--- src/rtl/double_context_job_register_file_top_macros.svh ---
// Assertion macros used by the RTL
`ifndef DOUBLE_CONTEXT_JOB_REGISTER_FILE_TOP_MACROS_SVH
`define DOUBLE_CONTEXT_JOB_REGISTER_FILE_TOP_MACROS_SVH

// antecedent implies consequent in the same cycle
`define DCJR_ASSERT_NOW(label, clk, rst, ante, cons, msg) \
  label: assert property (@(posedge clk) disable iff (rst) (ante) |-> (cons)) \
    else $error(msg);

// antecedent implies consequent in the next cycle
`define DCJR_ASSERT_NEXT(label, clk, rst, ante, cons, msg) \
  label: assert property (@(posedge clk) disable iff (rst) (ante) |=> (cons)) \
    else $error(msg);

`endif

--- src/rtl/dcjr_pkg.sv ---
package dcjr_pkg;

  localparam int NUM_REGS_DEF    = 32;
  localparam int JOB_ID_BITS_DEF = 8;

  localparam int CMD_W  = 3;
  localparam int ADDR_W = 7;
  localparam int DATA_W = 32;
  localparam int CODE_W = 2;
  localparam int JID_W  = 8;

  localparam logic [CMD_W-1:0] CMD_READ    = 3'd0;
  localparam logic [CMD_W-1:0] CMD_WRITE   = 3'd1;
  localparam logic [CMD_W-1:0] CMD_ACQUIRE = 3'd2;
  localparam logic [CMD_W-1:0] CMD_COMMIT  = 3'd3;
  localparam logic [CMD_W-1:0] CMD_STATUS  = 3'd4;
  localparam logic [CMD_W-1:0] CMD_DONE    = 3'd5;

  localparam logic [CODE_W-1:0] ACQ_GRANTED = 2'd0;
  localparam logic [CODE_W-1:0] ACQ_FULL    = 2'd1;
  localparam logic [CODE_W-1:0] ACQ_LOCKED  = 2'd2;

  typedef struct packed {
    logic we;
    logic re;
  } mem_req_t;

  typedef struct packed {
    logic [CODE_W-1:0] acquire_code;
    logic [JID_W-1:0]  granted_job_id;
    logic              busy_res;
    logic              addr_error;
  } ctrl_res_t;

endpackage

--- src/rtl/dcjr_mem.sv ---
module dcjr_mem #(
  parameter int DEPTH = 2 * dcjr_pkg::NUM_REGS_DEF,
  parameter int AW    = $clog2(2 * dcjr_pkg::NUM_REGS_DEF)
) (
  input  logic                        clk,
  input  logic                        rst,
  input  dcjr_pkg::mem_req_t          req,
  input  logic [AW-1:0]               addr,
  input  logic [dcjr_pkg::DATA_W-1:0] wdata,
  output logic [dcjr_pkg::DATA_W-1:0] rdata
);
  import dcjr_pkg::*;

  logic [DATA_W-1:0] mem [DEPTH];
  logic [DEPTH-1:0]  valid;
  logic [DATA_W-1:0] q;
  logic              q_valid;
  logic              re_q;

  always_ff @(posedge clk) begin
    if (req.we) begin
      mem[addr] <= wdata;
    end
    if (req.re) begin
      q <= mem[addr];
    end
  end

  // entries never written read as zero
  always_ff @(posedge clk) begin
    if (rst) begin
      valid   <= '0;
      q_valid <= 1'b0;
      re_q    <= 1'b0;
    end else begin
      re_q <= req.re;
      if (req.re) begin
        q_valid <= valid[addr];
      end
      if (req.we) begin
        valid[addr] <= 1'b1;
      end
    end
  end

  assign rdata = (re_q && q_valid) ? q : '0;

endmodule

--- src/rtl/dcjr_ctrl.sv ---
`include "double_context_job_register_file_top_macros.svh"

module dcjr_ctrl #(
  parameter int NUM_REGS    = dcjr_pkg::NUM_REGS_DEF,
  parameter int JOB_ID_BITS = dcjr_pkg::JOB_ID_BITS_DEF,
  parameter int AW          = $clog2(2 * dcjr_pkg::NUM_REGS_DEF)
) (
  input  logic                        clk,
  input  logic                        rst,
  input  logic                        accept,
  input  logic [dcjr_pkg::CMD_W-1:0]  cmd,
  input  logic [dcjr_pkg::ADDR_W-1:0] reg_addr,
  output dcjr_pkg::mem_req_t          req,
  output logic [AW-1:0]               slot,
  output dcjr_pkg::ctrl_res_t         res
);
  import dcjr_pkg::*;

  localparam logic [7:0] NR8  = 8'(NUM_REGS);
  localparam logic [7:0] TOP8 = 8'(3 * NUM_REGS);

  logic                   cfg_sel, cfg_sel_next;
  logic                   act_sel, act_sel_next;
  logic                   locked, locked_next;
  logic [1:0]             pending, pending_next;
  logic [JOB_ID_BITS-1:0] next_job, next_job_next;
  logic [JOB_ID_BITS-1:0] ctx_job [2];
  logic                   grant;

  logic [7:0]             addr8;
  logic [7:0]             sum8;
  logic                   in_range;
  logic [JOB_ID_BITS+JID_W-1:0] jid_ext;

  always_comb begin
    addr8    = {1'b0, reg_addr};
    in_range = addr8 < TOP8;
    if (addr8 < NR8) begin
      sum8 = (cfg_sel ? NR8 : 8'd0) + addr8;
    end else begin
      sum8 = addr8 - NR8;
    end
  end

  assign slot    = sum8[AW-1:0];
  assign jid_ext = {{JID_W{1'b0}}, next_job};

  always_comb begin
    cfg_sel_next  = cfg_sel;
    act_sel_next  = act_sel;
    locked_next   = locked;
    pending_next  = pending;
    next_job_next = next_job;
    grant         = 1'b0;
    req           = '0;
    res           = '0;
    if (accept) begin
      unique case (cmd)
        CMD_READ: begin
          req.re         = in_range;
          res.addr_error = !in_range;
        end
        CMD_WRITE: begin
          req.we         = in_range;
          res.addr_error = !in_range;
        end
        CMD_ACQUIRE: begin
          priority if (pending[1]) begin
            res.acquire_code = ACQ_FULL;
          end else if (locked) begin
            res.acquire_code = ACQ_LOCKED;
          end else begin
            res.acquire_code   = ACQ_GRANTED;
            res.granted_job_id = jid_ext[JID_W-1:0];
            grant              = 1'b1;
            next_job_next      = next_job + 1'b1;
            locked_next        = 1'b1;
          end
        end
        CMD_COMMIT: begin
          if (pending != 2'd3) begin
            pending_next = pending + 2'd1;
          end
          locked_next  = 1'b0;
          cfg_sel_next = !cfg_sel;
        end
        CMD_DONE: begin
          if (pending != 2'd0) begin
            pending_next = pending - 2'd1;
            act_sel_next = !act_sel;
          end
        end
        default: begin
        end
      endcase
    end
    res.busy_res = locked_next || (pending_next != 2'd0);
  end

  always_ff @(posedge clk) begin
    if (rst) begin
      cfg_sel    <= 1'b0;
      act_sel    <= 1'b0;
      locked     <= 1'b0;
      pending    <= 2'd0;
      next_job   <= '0;
      ctx_job[0] <= '0;
      ctx_job[1] <= '0;
    end else begin
      cfg_sel  <= cfg_sel_next;
      act_sel  <= act_sel_next;
      locked   <= locked_next;
      pending  <= pending_next;
      next_job <= next_job_next;
      if (grant) begin
        ctx_job[cfg_sel] <= next_job;
      end
    end
  end

  `DCJR_ASSERT_NEXT(a_grant_tags_context, clk, rst, grant,
    locked && ctx_job[$past(cfg_sel)] == $past(next_job), "grant did not tag context")
  `DCJR_ASSERT_NEXT(a_commit_flips, clk, rst, accept && cmd == CMD_COMMIT,
    !locked && cfg_sel != $past(cfg_sel) && pending != 2'd0, "commit did not take effect")
  `DCJR_ASSERT_NEXT(a_done_flips, clk, rst,
    accept && cmd == CMD_DONE && pending != 2'd0,
    act_sel != $past(act_sel) && pending == $past(pending) - 2'd1, "job done mishandled")
  `DCJR_ASSERT_NOW(a_err_no_access, clk, rst, res.addr_error,
    !req.we && !req.re, "out of range address reached memory")

endmodule

--- src/rtl/double_context_job_register_file_top.sv ---
// Channel   Ports                                         Handshake
// command   cmd, reg_addr, write_data                     start && !busy
// result    read_data, acquire_code, granted_job_id,      done, one cycle
//           busy_res, addr_error
//
// One item per cycle; each result appears in the cycle after its item, as
// the read of the context memory is registered.
// busy stays low: every item is taken at once, and a write is visible to a
// read in the next cycle.
// Reset clears all job state and the per-entry valid bits; there is no
// clearing pass. The receiver cannot stall.
module double_context_job_register_file_top #(
  parameter int NUM_REGS    = dcjr_pkg::NUM_REGS_DEF,
  parameter int JOB_ID_BITS = dcjr_pkg::JOB_ID_BITS_DEF
) (
  input  logic                        clk,
  input  logic                        rst,
  input  logic                        start,
  output logic                        busy,
  input  logic [dcjr_pkg::CMD_W-1:0]  cmd,
  input  logic [dcjr_pkg::ADDR_W-1:0] reg_addr,
  input  logic [dcjr_pkg::DATA_W-1:0] write_data,
  output logic                        done,
  output logic [dcjr_pkg::DATA_W-1:0] read_data,
  output logic [dcjr_pkg::CODE_W-1:0] acquire_code,
  output logic [dcjr_pkg::JID_W-1:0]  granted_job_id,
  output logic                        busy_res,
  output logic                        addr_error
);
  import dcjr_pkg::*;

  localparam int DEPTH = 2 * NUM_REGS;
  localparam int AW    = $clog2(DEPTH);

  logic      accept;
  mem_req_t  req;
  logic [AW-1:0] slot;
  ctrl_res_t res, res_q;

  assign busy   = 1'b0;
  assign accept = start && !busy;

  dcjr_ctrl #(
    .NUM_REGS   (NUM_REGS),
    .JOB_ID_BITS(JOB_ID_BITS),
    .AW         (AW)
  ) u_ctrl (
    .clk     (clk),
    .rst     (rst),
    .accept  (accept),
    .cmd     (cmd),
    .reg_addr(reg_addr),
    .req     (req),
    .slot    (slot),
    .res     (res)
  );

  dcjr_mem #(
    .DEPTH(DEPTH),
    .AW   (AW)
  ) u_mem (
    .clk  (clk),
    .rst  (rst),
    .req  (req),
    .addr (slot),
    .wdata(write_data),
    .rdata(read_data)
  );

  always_ff @(posedge clk) begin
    if (rst) begin
      done <= 1'b0;
    end else begin
      done <= accept;
    end
  end

  always_ff @(posedge clk) begin
    res_q <= res;
  end

  assign acquire_code   = res_q.acquire_code;
  assign granted_job_id = res_q.granted_job_id;
  assign busy_res       = res_q.busy_res;
  assign addr_error     = res_q.addr_error;

endmodule
--- config.mk ---
export PLATFORM = sky130hd
export DESIGN_NAME = double_context_job_register_file_top
export DESIGN_NICKNAME = d
export VERILOG_FILES = /design/src/rtl/dcjr_pkg.sv /design/src/rtl/dcjr_mem.sv /design/src/rtl/dcjr_ctrl.sv /design/src/rtl/double_context_job_register_file_top.sv
export VERILOG_INCLUDE_DIRS = /design/src /design/src/rtl
export SDC_FILE = /design/constraint.sdc
export NUM_CORES = 2
export LEC_CHECK = 0
export ABC_AREA = 1
export ABC_CLOCK_PERIOD_IN_PS = 5010
export BUFFER_PORTS_ARGS = -buffer_cell sky130_fd_sc_hd__buf_2
export CAP_MARGIN = 0
export CORE_UTILIZATION = 40
export DETAILED_ROUTE_END_ITERATION = 8
export PLACE_DENSITY = 0.56
export SLEW_MARGIN = 20
export SYNTH_ARGS = -nofsm -noshare
export SYNTH_HDL_FRONTEND = slang
export SYNTH_SLANG_ARGS = --single-unit
--- constraint.sdc ---
create_clock -name clk -period 5.01 [get_ports clk]
set_clock_uncertainty 0.15 [all_clocks]
set_input_delay 0.7515 -clock clk [delete_from_list [all_inputs] [get_ports clk]]
set_output_delay 0.7515 -clock clk [all_outputs]
set_load 0.01 [all_outputs]
==> flow_metrics.tcl <==
set metrics [dict create \
    slew_viol_final 0 \
    synth_edf_count 2080 \
    post-dp-hpwl_mm 152 \
    p_comb_share_pct 5.1 \
    clk_transition_reported_paths_ps 60 \
    routed_wirelength_mm 274 \
    cts.path.max_buffers 3 \
    cp_max_fo 32 \
    fin_crit_ps 3490 \
    ir_worst_vdd_v 0.000290 \
    max_slew_margin_pct 18.8 \
    worst_pin_slew_ps 1220 \
    htree_num_levels 4 \
    synth-seq-cells 2171 \
    cts_resized 0 \
    crit_buf_inv 2 \
    fillers 19140 \
    fmax_mhz 286 \
    initial_utilization_pct 40.4 \
    dieArea_um2 217000 \
    synth_fp_nets 7458 \
    synth.avg_cell_area_um2 11.6 \
    io-pin-count 91 \
    worstSetupPathType "reg2out" \
    grt_max_degree 150 \
    core_um2 213000 \
    cp_slowest_cell "nor2_1" \
    yosysTopAreaCell "edfxtp_1" \
    worstSetupStartpointType "register" \
    crit_family "simple AND/OR/NAND/NOR gates" \
    synth_ff_type "edfxtp_1" \
    seqPwrFrac_pct 51.9 \
    clkLatencyLatePin_ps 860 \
    cts_buffers 221 \
    grt_pass1_vias 54106 \
    synth-seq-area-share_pct 74.8 \
    worstSetupEndpointType "primary output" \
    fin_crit_sh_pct 69.8 \
    synth_area_leaders "edfxtp_1 (73%), nand2_1 (14%), nor2_1 (2.3%)" \
    dieHeight_um 466 \
    gp_congestion 0.841 \
    synth_cells 7412 \
    powerDensity_nw_per_um2 390 \
    die_x_um 466 \
    cp_cell_sequence "nand2_2 -> buf_4 -> nor2_1 -> buf_2" \
    finalHoldViolations 0 \
    grt_pass1_wl_mm 390 \
    postCtsSetupBuffers 0 \
    cts-root-buf "clkbuf_16" \
    drt_iter0_markers 6724 \
    yosysWarnings 0 \
    netlist_area_um2 86000 \
    required_ps 4110 \
    drt_pass1_iterations 8 \
    ctsHoldBuffers 5 \
    placement_rows 169 \
    grt.total_usage_pct 25.0 \
    ant_nets 0 \
    status "finished clean" \
    arrival_ps 2590 \
    viasPerCell 5.34 \
    grt_setup_unrepaired "false" \
    r2r_setup_slack_ps 1740 \
    finalSetupTns_ps 0 \
    max_stage_delay_ps 720 \
    multiInputGateArea_um2 19700 \
    area_delta_synth_final_pct 14.4 \
    async_flop_share_pct 0 \
    drc_errors 0 \
    drive_gt1_share_pct 9.15 \
    setup_violations 0 \
    wire_per_inst_um 25.9 \
    yosysUniqueCellTypes 36 \
    power_switching_mw 8.52 \
    cts.sinks 2171 \
    io_buffers 89 \
    overflow 0 \
    p_clk_share_pct 43.0 \
    antenna_found_initial 18 \
    max-cap-violations 0 \
    cts_tree "built" \
    vias 56611 \
    regArea_um2 64300 \
    fin_nets 7635 \
    finish.utilization_pct 46.2 \
    hp-class "in2reg" \
    synth_top_area_share_pct 72.7 \
    swShare_pct 22.2 \
    power.internal_mw 29.8 \
    leakage_nw 36.2 \
]
[layer usage]
metal | part of all wire [%] | routed length, µm | up-vias | track usage [%]
met3 | 9.2 | 25300 | 446 | 5.36
met4 | 3.3 | 9150 | 4 | 8.81
met1 | 42 | 114000 | 28225 | 34.4
met5 | 0.0095 | 26 | - | 0
met2 | 46 | 126000 | 2506 | 39.2
li1 | - | - | 25430 | -
[path summary, 6_finish.rpt]
path,startpoint,to,depth (start not counted)
worst max register to register,u_ctrl.cfg_sel,u_mem.mem[50][6],7
worst min register to register,u_ctrl.locked,acquire_code[1],2
worst min-delay path,cmd[2],acquire_code[0],4
worst max-delay path,u_mem.q_valid,read_data[14],4
[synthesized netlist by cell type (2+ instances only)]
cell type and count:
inv_1 202, nand4_1 46, nor2_4 7, a21oi_1 383
o21ai_0 19, or2_1 35, buf_1 21, nand3_1 190
buf_4 18, o21ai_1 138, a22oi_1 51, nor3_1 11
clkinv_1 2, nand2_2 4, nand2_1 3182, o211ai_1 5
dfxtp_1 91, edfxtp_1 2080, clkbuf_1 120, nor2_2 12
buf_2 197, nand3b_1 49, xor2_1 3, o21a_1 4
inv_2 14, nor2_1 516, nor3_2 3
[worst min-delay path: cells and delay by family]
| kind | cells | cell delay, ps |
|---|---|---|
| buf+inv | 1 | 120 |
| simple gates | 3 | 150 |
[stage by stage]
step	cell area, µm²	setup WS, ps	total power, mW	hold slack [ps]	cells
after floorplan	86000	999	21.2	269	7412
after global placement	91000	782	22.2	282	10179
after detailed placement	91100	911	22.2	283	10181
after CTS	98300	1560	38.5	8.55	10594
after global routing	98300	1420	39.3	40.2	10597
final	98300	1520	38.3	77.8	10602
[cells by family after synthesis]
family | Yosys count | synth area share (%)
compound gates | 601 | 3.68
xor+xnor | 3 | 0.0306
fa+ha+maj | 1 | 0.0146
buf+inv | 575 | 2.88
flops | 2171 | 74.8
other cells | 1 | 0.00436
simple gates | 4060 | 18.6
[final cells by class]
class / count / area share, %
clock buffer: 299 / 6.13
timing repair buffer: 311 / 2.82
sequential: 2171 / 65.4
antenna: 7 / 0.0178
clock inverter: 109 / 1.17
tap: 2821 / 3.59
multi-input combinational: 4666 / 20.0
inverter: 218 / 0.850
[layout by cell type (no fill, tap or decap), drive strengths merged]
cell            n
and3            1
dfxtp          91
xor2            3
ha              1
inv           223
nor4            1
nand3         191
o21bai          1
bufinv         21
clkinv         80
o21ai         157
buf           306
nand2        3186
dlygate4sd3     5
clkinvlp        3
edfxtp       2080
diode           7
clkbuf        299
a21oi         383
a22oi          51
or2            37
conb            1
nand3b         49
nand4          46
o21a            4
o211ai          5
nor3           14
nor2          535
[sequential cells by signal, summed over array words and instances, names as in the netlist]
| signal | cells |
|---|---|
| acquire_code | 2 |
| addr_error | 1 |
| busy_res | 1 |
| done | 1 |
| granted_job_id | 8 |
| u_ctrl.cfg_sel | 1 |
| u_ctrl.locked | 1 |
| u_ctrl.next_job | 8 |
| u_ctrl.pending | 2 |
| u_mem.mem | 2048 |
| u_mem.q | 32 |
| u_mem.q_valid | 1 |
| u_mem.re_q | 1 |
| u_mem.valid | 64 |
[power groups by stage]
stage	registers (mW)	clock network [mW]	logic, mW
2_1_floorplan	20.3	0	0.943
5_1_grt	19.9	17.3	2.10
3_3_place_gp	20.3	0	1.91
6_report	19.9	16.5	1.95
3_5_place_dp	20.3	0	1.92
4_1_cts	19.9	16.6	1.93
No activity file was read; power rests on OpenSTA's default activity.
